<file path="config.mk">
export PLATFORM = sky130hd
export DESIGN_NAME = bsc_div
export DESIGN_NICKNAME = d
export VERILOG_FILES = /design/src/rtl/core/bsc_div.sv
export SDC_FILE = /design/constraint.sdc
export NUM_CORES = 2
export LEC_CHECK = 0
export BUFFER_PORTS_ARGS = -buffer_cell sky130_fd_sc_hd__buf_2
export CORE_MARGIN = 3
export CORE_UTILIZATION = 57
export DETAILED_ROUTE_END_ITERATION = 16
export PLACE_DENSITY = 0.74
export SETUP_SLACK_MARGIN = 0.05
export SYNTH_ARGS = -nofsm -noshare
export SYNTH_HDL_FRONTEND = slang
export SYNTH_SLANG_ARGS = --single-unit
export TNS_END_PERCENT = 5
</file>
<file path="constraint.sdc">
create_clock -name clk -period 3.5 [get_ports clk]
set_clock_uncertainty 0.15 [all_clocks]
set_input_delay 0.175 -clock clk [delete_from_list [all_inputs] [get_ports clk]]
set_output_delay 0.175 -clock clk [all_outputs]
set_load 0.01 [all_outputs]
</file>
<file path="src/rtl/core/bsc_div.sv">
// ----------------------------------------------------------------------------
// bsc_div: pipelined unsigned divider
// Restoring division, one quotient bit per stage, 32 stages, with a tag
// that travels alongside.
// ----------------------------------------------------------------------------
module bsc_div #(
	parameter int TAG_W = 8
) (
	input  logic clk,
	input  logic arst_n,
	input  logic in_valid,
	input  logic [31:0] dividend,
	input  logic [31:0] divisor,
	input  logic [TAG_W-1:0] in_tag,
	output logic out_valid,
	output logic [31:0] quotient,
	output logic [TAG_W-1:0] out_tag
);
	localparam int N = 32;

	logic [N:0] v_s;
	logic [31:0] rem_s [N+1];
	logic [31:0] num_s [N+1];
	logic [31:0] den_s [N+1];
	logic [TAG_W-1:0] tag_s [N+1];

	// Stage zero takes the operands.
	assign v_s[0] = in_valid;
	assign rem_s[0] = '0;
	assign num_s[0] = dividend;
	assign den_s[0] = divisor;
	assign tag_s[0] = in_tag;

	// One shift-subtract step per stage; num shifts out dividend bits and
	// collects quotient bits at the bottom.
	for (genvar k = 0; k < N; k++) begin : g_step
		logic [32:0] trial;
		logic [32:0] diff;
		assign trial = {rem_s[k], num_s[k][31]};
		assign diff = trial - {1'b0, den_s[k]};

		always_ff @(posedge clk or negedge arst_n) begin
			if (!arst_n) begin
				v_s[k+1] <= 1'b0;
			end else begin
				v_s[k+1] <= v_s[k];
			end
		end

		always_ff @(posedge clk) begin
			if (!diff[32]) begin
				rem_s[k+1] <= diff[31:0];
			end else begin
				rem_s[k+1] <= trial[31:0];
			end
			num_s[k+1] <= {num_s[k][30:0], ~diff[32]};
			den_s[k+1] <= den_s[k];
			tag_s[k+1] <= tag_s[k];
		end
	end

	assign out_valid = v_s[N];
	assign quotient = num_s[N];
	assign out_tag = tag_s[N];
endmodule

</file>
### Word level (Yosys, flattened, before mapping)

Cells that the tools add are included.

* register bits after elaboration: 3296
* bits of input ports: 75
* output and inout port bits: 41
* logic and storage cells: 254

* add/sub/neg operators: 32
* muxes and demuxes: 31
* bitwise operators: 32

Operator list (number)
* $sub 33x32->33: 31
* $mux 32: 30
* $sub 1x32->33: 1
* $not 1->1: 32
* $mux 1: 1

### Longest topological paths before layout

* depth in word-level cells: 2
* mapped depth: 16
* gate-level depth less buffers: 15

### Worst setup path after synthesis

OpenSTA, ideal clock, no wires.

* path kind: register -> register
* from: reg num_s (netlist bit g_step[30].trial[0])
* to: reg rem_s (netlist bit g_step[31].trial[25])
* setup time: 0.121 ns
* data arrival time: 3.429 ns
* data required time: 3.229 ns
* slack: -0.200 ns
* stages on the path, launching flop included: 16
* buffers on the path: 1
* clock period less this slack: 3.700 ns
* cells stage by stage: dfxtp_1 -> inv_1 -> ha_1 -> fa_1 -> nand2b_1 -> a21boi_0 -> o21ai_0 -> a21oi_1 -> a211oi_2 -> a31oi_1 -> a221oi_2 -> o41ai_1 -> a21oi_1 -> xor2_2 -> buf_6 -> mux2_2

* cells in the longest elaborated chain, start to end: 2

RTL lines
* start, declared: line 23 `logic [31:0] num_s [N+1];`
* start signal, assigned by index: line 56 `num_s[k+1] <= {num_s[k][30:0], ~diff[32]};`
* $sub 33x32->33: line 40 `assign diff = trial - {1'b0, den_s[k]};`
* $mux 32: line 51 `if (!diff[32]) begin`
* end signal, assigned by index: line 52 `rem_s[k+1] <= diff[31:0];`
* end signal, assigned by index: line 54 `rem_s[k+1] <= trial[31:0];`
* end, declared: line 22 `logic [31:0] rem_s [N+1];`

No other way between the ends.
A chain may end at the register's enable or synchronous reset.

### Worst setup path after layout

* from: reg num_s (netlist bit g_step[5].trial[0])
* to: reg rem_s (netlist bit g_step[6].trial[4])

Same word-level chain as after synthesis.

==> run metrics <==
Max Cap Viol 0; I/O pin count between 100 and 150; Clock Latency Late Sink about 1 ns; Async SR Flop Fraction 0.00971; final setup violation count 724; Largest delay share family, worst path compound AO/OA/AOI/OAI gates; Tmin final approximately 4 ns; R2R setup slack -0.51 ns; initial DRC count approximately 5700; Total Negative Setup Slacks -106.43 ns; unique cell type count in the Yosys netlist 93; mapped cell area 0.129 mm2; Leak Pwr between 70 and 80 nW; clk sinks 3296; mean area per synthesized cell between 10 and 15 um2; WL/cell 17.7 um; Place WS -0.701 ns; CP required 4.16 ns; Crit-path slowest cell a221o_1; row cnt about 170; Slew Limit Headroom 0.453; worst setup path class reg2reg; number of global-route vias before repair 95600; Max Slew Vio Count 0; crit-path max cell delay roughly 0.40 ns; cells taking the most area after synthesis dfxtp_1 51%, ha_1 9.6%, mux2_2 5.5%; die area roughly 0.23 mm2; ys flop type dfxtp_1; final worst slack -0.511 ns; Initial Util 0.577; RSZ-0062 raised after global routing yes; CTS tree yes; run status complete, but fails checks; PwrDens 1140 mW/mm2; hold crit path type reg2reg; Area Growth Syn to Fin 23.2%; fin cells 17300; CP cell instances inv_2, ha_4, fa_2, nor2b_1, o21ai_1, a21o_1, a221o_1, a211o_1, o21ai_4, a31oi_4, a31oi_1, buf_4, xor2_4, buf_6, clkbuf_16, mux2_4; DRT antenna net count 0; final WL about 310000 um; initial antenna violation count 5; GP Congestion ~0.94; Final Hold Viols 0; Yosys reg bits 3296; Cells after DPL 16400; NumNets Final roughly 15000; worst-path fanout max 8; period utilization 1.15; crit path buf inv count 4; failing checks setup timing; leading area contributor after synthesis dfxtp_1; Vias/cell 5.39; first-pass GRT wire length 484000 um; Chip Width 481 um; H-tree levels 5; synth warn 0; sequential fraction of the synthesis area 0.514; remaining global-route overflow 0; HPWL Detailed about 220000 um; DR pass1 iterations 6; clock slew at reported path FFs roughly 0.070 ns; Gate Count Post-Synth about 12000; clk buf depth 4; Peak Freq around 0.25 GHz; largest net degree at the start of global routing 33; most frequent cells in the layout 3204 x dfxtp_1, 1247 x buf_4, 1210 x inv_1; peak supply drop 696 uV; Tightest Pin Transition between 0.8 and 0.9 ns; number of enable flip-flop cells after synthesis 0; crit path launch type flop; Root Driver clkbuf_16; Die H 481 um; commonest non-fill, non-tap cell in the layout dfxtp_1; crit path capture type flop; share of post-route cells with drive strength above 1 0.220; PortBufs about 120; Crit path arrival time around 4.7 ns; via count around 93000; area fraction of the dominant cell type after synthesis 0.507; core area around 0.22 mm2; GRT Util Overall 0.254; TritonCTS buffer count ~340; # DRC 0
-- cells in the mapped netlist, drive strengths merged (61+ instances only) --
master	n
and2	61
mux2	658
nand2	659
a21o	452
xor2	320
nor2	492
nand3	172
buf	116
nand2b	118
ha	993
o21ai	706
a31oi	90
o21bai	74
nand4	97
xnor2	499
and3	76
a21oi	853
inv	1232
mux2i	62
clkbuf	179
dfxtp	3264
nor2b	150
o21a	132
o31ai	67
nor3	104
-- area by class of cell --
| cell class | count | area, um2 |
|---|---|---|
| clock inverters | 94 | 1080 |
| fillers | 15800 | 64700 |
| inverters | 1232 | 4630 |
| flip-flops and latches | 3296 | 66200 |
| well taps | 2975 | 3720 |
| multi-input cells | 7537 | 59500 |
| repair buffers | 1635 | 13600 |
| clock buffers | 482 | 9830 |
| diodes | 7 | 17.5 |
-- metal layers --
metal	routed length, um	part of all wire	track usage	vias to the layer above
li1	-	-	-	45800
met1	127000	0.42	0.302	44500
met2	155000	0.51	0.465	2072
met3	12900	0.042	0.0366	692
met4	10500	0.034	0.0869	0
met5	0	0	0	-
-- power breakdown --
part | internal [W] | total (W) | switching (W)
Sequential | 0.0483 | 0.0542 | 0.00589
Clock | 0.0209 | 0.0352 | 0.0144
Combinational | 0.0475 | 0.0915 | 0.0439
-- state kept, by name (all words and copies together) (netlist names) --
name and count:
out_valid 1, quotient 32, out_tag 8, v_s 31, num_s 961, g_step.trial 1023, den_s 992, tag_s 248
-- metrics by stage --
step,hold WS (ns),power (W),area [um2],utilization
2_1_floorplan,-0.271,0.109,129000,-
3_3_place_gp,0.0753,0.133,142000,0.635
6_report,0.113,0.181,159000,0.710
3_5_place_dp,0.119,0.135,142000,0.635
4_1_cts,0.0236,0.177,157000,0.702
5_1_grt,0.0855,0.192,159000,0.710
-- cell families after synthesis --
family,after synthesis,synth area share
other,1,0.0000291
adders and majority gates,1023,0.101
xor gates and xnor gates,819,0.0562
buffers and inverters,1527,0.0471
DFF,3296,0.514
and+or+nand+nor,2101,0.0781
muxes,720,0.0631
AOI/OAI and AO/OA,2859,0.141
-- worst paths after layout --
kind | start | to | depth (start not counted)
worst max register to register | g_step[5].trial[0] | g_step[6].trial[4] | 16
min in group asynchronous | arst_n | v_s[2] | 4
worst min register to register | tag_s[171] | tag_s[163] | 0
worst max-delay path | g_step[5].trial[0] | g_step[6].trial[4] | 16
worst min-delay path | tag_s[171] | tag_s[163] | 0
max in group asynchronous | arst_n | v_s[25] | 4
-- repair_timing --
| item | in CTS | in global routing |
|---|---|---|
| hold endpoints to repair | 122 | 0 |
| setup buffers | 59 | 33 |
| cloned | 13 | 10 |
| pin swaps | 130 | 77 |
| endpoints found under the setup margin | 986 | 985 |
| hold buffers | 149 | 0 |
| gates resized for setup | 429 | 356 |
Note: power is estimated with default switching activity, not from simulation.
