**src/rtl/core/bsc_pkg.sv**
```systemverilog
// ----------------------------------------------------------------------------
// bsc_pkg: shared types and constants
// Payload structs, register indexes and trim constants for the compensation.
// ----------------------------------------------------------------------------
package bsc_pkg;

	typedef struct packed {
		logic [19:0] raw_temperature;
		logic [19:0] pressure_adc;
	} bsc_in_t;

	typedef struct packed {
		logic signed [31:0] temperature_centi;
		logic [31:0] pressure_pa;
		logic divide_fault;
	} bsc_out_t;

	typedef struct packed {
		logic [15:0] t1;
		logic [15:0] t2;
		logic [15:0] t3;
		logic [15:0] p1;
		logic [15:0] p2;
		logic [15:0] p3;
		logic [15:0] p4;
		logic [15:0] p5;
		logic [15:0] p6;
		logic [15:0] p7;
		logic [15:0] p8;
		logic [15:0] p9;
	} bsc_trim_t;

	localparam int NUM_REGS = 6;
	localparam logic [2:0] REG_T1_T2 = 3'd0;
	localparam logic [2:0] REG_T3_P1 = 3'd1;
	localparam logic [2:0] REG_P2_P3 = 3'd2;
	localparam logic [2:0] REG_P4_P5 = 3'd3;
	localparam logic [2:0] REG_P6_P7 = 3'd4;
	localparam logic [2:0] REG_P8_P9 = 3'd5;

	localparam logic [31:0] FINE_OFFSET = 32'd64000;
	localparam logic [31:0] UNITY_Q15 = 32'd32768;
	localparam logic [31:0] FULL_SCALE = 32'd1048576;
	localparam logic [31:0] SCALE_3125 = 32'd3125;
	localparam logic [31:0] ROUND_HALF = 32'd128;

	// Low 32 bits of a product.
	function automatic logic [31:0] mul32(input logic [31:0] a, input logic [31:0] b);
		logic [63:0] p;
		p = a * b;
		return p[31:0];
	endfunction

	function automatic logic [31:0] sx16(input logic [15:0] v);
		return {{16{v[15]}}, v};
	endfunction

endpackage

```
**src/rtl/core/bsc_back.sv**
```systemverilog
// ----------------------------------------------------------------------------
// bsc_back: pressure correction after the divide
// Three register stages of second-order correction on the quotient.
// ----------------------------------------------------------------------------
module bsc_back (
	input  logic clk,
	input  logic arst_n,
	input  logic in_valid,
	input  logic [31:0] quot,
	input  logic big,
	input  logic fault,
	input  logic [31:0] temp,
	input  logic [15:0] p7,
	input  logic [15:0] p8,
	input  logic [15:0] p9,
	output logic out_valid,
	output bsc_pkg::bsc_out_t out_item
);
	import bsc_pkg::*;

	function automatic logic [31:0] asr(input logic [31:0] x, input int n);
		return 32'($signed(x) >>> n);
	endfunction

	logic [2:0] v_q;
	logic [31:0] p_s1, q_s1, t_s1, p_s2, a_s2, b_s2, t_s2, p_s3, t_s3;
	logic f_s1, f_s2, f_s3;
	logic [31:0] pq;

	assign pq = big ? {quot[30:0], 1'b0} : quot;

	always_ff @(posedge clk or negedge arst_n) begin
		if (!arst_n) begin
			v_q <= '0;
		end else begin
			v_q <= {v_q[1:0], in_valid};
		end
	end

	// Square of the scaled quotient, then the two trim products, then the sum.
	always_ff @(posedge clk) begin
		p_s1 <= pq;
		q_s1 <= mul32(pq >> 3, pq >> 3) >> 13;
		t_s1 <= temp;
		f_s1 <= fault;

		p_s2 <= p_s1;
		a_s2 <= asr(mul32(sx16(p9), q_s1), 12);
		b_s2 <= asr(mul32(p_s1 >> 2, sx16(p8)), 13);
		t_s2 <= t_s1;
		f_s2 <= f_s1;

		p_s3 <= f_s2 ? '0 : p_s2 + asr(a_s2 + b_s2 + sx16(p7), 4);
		t_s3 <= t_s2;
		f_s3 <= f_s2;
	end

	assign out_valid = v_q[2];
	assign out_item.temperature_centi = t_s3;
	assign out_item.pressure_pa = p_s3;
	assign out_item.divide_fault = f_s3;
endmodule

```
**config.mk**
```make
export PLATFORM = sky130hd
export DESIGN_NAME = bsc_back
export DESIGN_NICKNAME = d
export VERILOG_FILES = /design/src/rtl/core/bsc_pkg.sv /design/src/rtl/core/bsc_back.sv
export SDC_FILE = /design/constraint.sdc
export NUM_CORES = 2
export LEC_CHECK = 0
export BUFFER_PORTS_ARGS = -buffer_cell sky130_fd_sc_hd__buf_2
export CORE_MARGIN = 3
export CORE_UTILIZATION = 55
export DETAILED_ROUTE_END_ITERATION = 7
export PLACE_DENSITY = 0.8
export SLEW_MARGIN = 0
export SYNTH_ARGS = -nofsm -noshare
export SYNTH_HDL_FRONTEND = slang
export SYNTH_SLANG_ARGS = --single-unit
```
**constraint.sdc**
```tcl
create_clock -name clk -period 14.8 [get_ports clk]
set_clock_uncertainty 0.2 [all_clocks]
set_input_delay 2.96 -clock clk [delete_from_list [all_inputs] [get_ports clk]]
set_output_delay 2.96 -clock clk [all_outputs]
set_load 0.1 [all_outputs]
```
=== After elaboration in Yosys (flattened, before gate mapping) ===
Cells that the tools add are included.

* Equality and inequality tests: 0
* Order comparisons: 0
* Reduce and logical (&&, ||, !) cells: 0
* Shift operators: 0
* Add/sub/neg operators: 3
* Multiply operators: 3
* Mux-type cells: 1
* Div/mod/pow operators: 0
* Bitwise gates (word level): 0

{| class="wikitable"
|+ Operator list
! operator !! count
|-
| $add A32 B32 Y32 || 2
|-
| $mul A29 B29 Y32 || 1
|-
| $mul A30 B32 Y32 || 1
|-
| $mul A32 B19 Y32 || 1
|-
| $mux W32 || 1
|-
| $add A20 B19 Y21 || 1
|}

* Memory bits (writable): 0
* Bits in latches: 0
* Input bits: 117
* Output and inout port bits: 66
* Flip-flop bits (word level): 256
* Memories kept: 0
* ROM bits: 0
* Logic and storage cells: 21

=== Longest topological paths before layout ===
* Depth in word-level cells: 3
* Gate-level depth with buffers: 33
* Gate-level depth less buffers: 32

=== Worst setup path after synthesis ===
OpenSTA, ideal clock, no wires.

* Kind: in2reg
* From: input port big
* To: register q_s1[18]
* Library setup time: 0.072 ns
* Data arrival time: 10.981 ns
* Stages on the path: 28
* Data required time: 14.528 ns
* Path slack: 3.547 ns
* Buffers on the path: 4
* Cells stage by stage: clkbuf_1 buf_1 clkbuf_1 mux2i_1 clkbuf_1 nor2_1 fa_1 fa_1 fa_1 inv_1 fa_1 inv_1 fa_1 inv_1 fa_1 inv_1 fa_1 fa_1 ha_1 or3_1 nand2b_1 o22ai_1 a21oi_1 a211oi_1 o211ai_1 a21o_1 a21oi_1 xnor2_1

* Cells in the longest elaborated chain, start to end: 2

{| class="wikitable"
|+ RTL lines
! element !! line !! source
|-
| from (decl) || bsc_back.sv:10 || <nowiki>input logic big,</nowiki>
|-
| $mux W32 || bsc_back.sv:30 || <nowiki>assign pq = big ? {quot[30:0], 1'b0} : quot;</nowiki>
|-
| $mul A29 B29 Y32 || bsc_pkg.sv:50 || <nowiki>p = a * b;</nowiki>
|-
| to (signal assigned) || bsc_back.sv:43 || <nowiki>q_s1 <= mul32(pq >> 3, pq >> 3) >> 13;</nowiki>
|-
| to (decl) || bsc_back.sv:26 || <nowiki>logic [31:0] p_s1, q_s1, t_s1, p_s2, a_s2, b_s2, t_s2, p_s3, t_s3;</nowiki>
|}

Every way passes these cells.
A chain may end at the register's enable or synchronous reset.

=== Worst setup path after layout ===
Ends and elaborated chain as after synthesis.

==> run summary <==
Fraction of layout cells with a size suffix above 1 -> 5.73%
Reg2reg end -> b_s2[18]$_DFF_P_
HP Class -> register to register
Vias -> 30999
Post-Syn Instances -> 4601
CP arrival -> 11770 ps
CP delay by family, top -> adder cells
First-pass GRT wire length -> 176000 um
Crit-path most repeated cell -> fa_1
FF-to-FF Start -> p_s1[5]$_DFF_P_
Final setup vio count -> 0
Ys async rst share -> 1.17%
Nets -> 6208
Reg clk slew, reported paths -> 60 ps
Crit path largest cell delay -> 690 ps
Vias in the first global route -> 34102
Final antenna-violating net count -> 0
DRC -> 0
# fillers -> 6502
Resized cells post-CTS -> 0
Max-slew headroom -> 22.6%
Top cells by instance count after synthesis -> 1104 x inv_1, 1021 x fa_1, 504 x nand2_1
Starting density of the core -> 55.9%
Mapped Avg Cell Area -> 9.64 um^2
1st-iter DRT viols -> 2108
Critical path buffers and inverters -> 8
Skew-Pair Late Insertion Delay -> 590 ps
Count leader, synth -> inv_1
Postcts setup bufs -> 0
Mapped Nets -> 6115
Ant. Diodes -> 0
Port buffer count -> 182
Crit path launch -> big
Die Area -> 0.0841 mm^2
Setup_tns -> 0 ps
Hold slack -> 119 ps
Post-synth EDFFs -> 0
Root Driver -> clkbuf_16
1st-pass router iterations -> 6
Initial antenna violation count -> 4
CTS Hold Bufs -> 0
Yosys warning count -> 0
Crit. End Element -> register
Congestion Overflow GR -> 0
Row count -> 103
F_max -> 86.7 MHz
TritonCTS buffer count -> 28
Worst reg-to-reg setup slack -> 6360 ps
Die width -> 290 um
Post-Syn Area -> 0.0444 mm^2
Yosys top cell by area -> fa_1
Slowest cell on the critical path -> clkinv_1
Setup crit end -> q_s1[18]$_DFF_P_
H-tree lvl count -> 1
Period utilization -> 77.9%
HPWL after detailed placement -> 86400 um
Max Slew Vio Count -> 0
Post-synth top flop -> dfxtp_1
Top cell type's share of synthesized area -> 46.1%
Total track usage -> 26.1%
Post-Place Worst Slack -> 2690 ps
Final worst slack -> 3270 ps
Vias per std cell -> 5.38
RSZ-0062 raised after global routing -> false
WL final -> 106000 um
Core Box Area -> 0.0794 mm^2
Seq cells post-synth -> 256
Tmin final -> 11530 ps
Fin. Hold Viols -> 0
Outcome -> finished clean
Boundary pin count -> 183
Tightest Pin Transition -> 1160 ps
Post-synth cell types -> 60
WL/cell -> 18.4 um
CP Class -> primary input to register
CTS Sinks -> 256
CP required -> 15030 ps
Final GP Congestion -> 0.919
Nature of the critical path startpoint -> primary input
DIE HEIGHT -> 290 um
Area grow syn2layout -> 6.48%
Stages on the worst setup path -> 28
Largest net degree at the start of global routing -> 34
Sequential area share after synthesis -> 11.6%
FF-to-FF path depth -> 21
Crit Path Max Fanout -> 33
Max clock buf depth -> 3
CTS tree -> yes
Top post-synthesis cells by area -> fa_1 46%, dfxtp_1 11%, ha_1 11%
Maxcap violations -> 0
-- cell families after synthesis --
| logic type | synth area share [%] |
|---|---|
| flip-flops | 11.6 |
| AO/OA/AOI/OAI | 4.15 |
| XOR/XNOR | 3.38 |
| multiplexers | 0.779 |
| adder cells (fa/ha/maj) | 56.7 |
| buffers and inverters | 10.6 |
| AND/OR/NAND/NOR | 12.8 |
-- placed cells by master, fill, tap and decap left out, types with 45 or more instances in the layout --
| cell | n |
|---|---|
| inv_1 | 1104 |
| xor2_1 | 45 |
| o21ai_0 | 51 |
| xnor2_1 | 126 |
| nand2_1 | 504 |
| fa_1 | 1021 |
| ha_1 | 376 |
| buf_2 | 182 |
| and2_1 | 339 |
| nor2_1 | 242 |
| a21oi_1 | 69 |
| dfxtp_1 | 253 |
-- area by class of cell --
| class | instances | area [um^2] | area share (%) |
|---|---|---|---|
| flip-flops and latches | 256 | 5140 | 10.9 |
| multi-input cells | 3088 | 34500 | 73.0 |
| inverters | 1113 | 4180 | 8.85 |
| well taps | 1050 | 1310 | 2.78 |
| clock buffers | 32 | 757 | 1.60 |
| clock inverters | 20 | 241 | 0.511 |
| repair buffers | 207 | 1100 | 2.33 |
-- routing by layer --
metal | up-vias | wire length [um] | track usage [%]
met2 | 1417 | 50600 | 43.8
met3 | 264 | 9780 | 5.38
met4 | 2 | 3710 | 8.06
met1 | 15592 | 42200 | 34.1
li1 | 13724 | - | -
met5 | - | 11 | 0
-- worst min-delay path by stage --
stage | from | to | slack, ps | cells past startpoint
CTS | t_s2[12]$_DFF_P_ | t_s3[12]$_DFF_P_ | 120 | 0
finish | t_s2[19]$_DFF_P_ | t_s3[19]$_DFF_P_ | 120 | 0
global placement | t_s2[20]$_DFF_P_ | t_s3[20]$_DFF_P_ | 110 | 0
detailed placement | t_s1[16]$_DFF_P_ | t_s2[16]$_DFF_P_ | 110 | 0
floorplan | f_s1$_DFF_P_ | f_s2$_DFF_P_ | 110 | 0
global route | t_s2[19]$_DFF_P_ | t_s3[19]$_DFF_P_ | 120 | 0
-- sequential cells by signal, indices dropped and copies added (netlist names) --
name,count
p_s3,32
f_s3,1
f_s2,1
a_s2,20
f_s1,1
p_s1,32
q_s1,19
t_s2,32
t_s1,32
p_s2,32
t_s3,32
v_q,3
b_s2,19
-- per-stage QoR --
step / instances / instance area, um^2 / utilization, %
after floorplan: 4601 / 44400 / -
after global placement: 5714 / 46200 / 58.2
after detailed placement: 5714 / 46200 / 58.2
after CTS: 5766 / 47200 / 59.5
after global routing: 5766 / 47200 / 59.5
final: 5766 / 47200 / 59.5
Power is not shown: default switching activity piles up to over one toggle a cycle in this logic, so the estimate is an artifact.
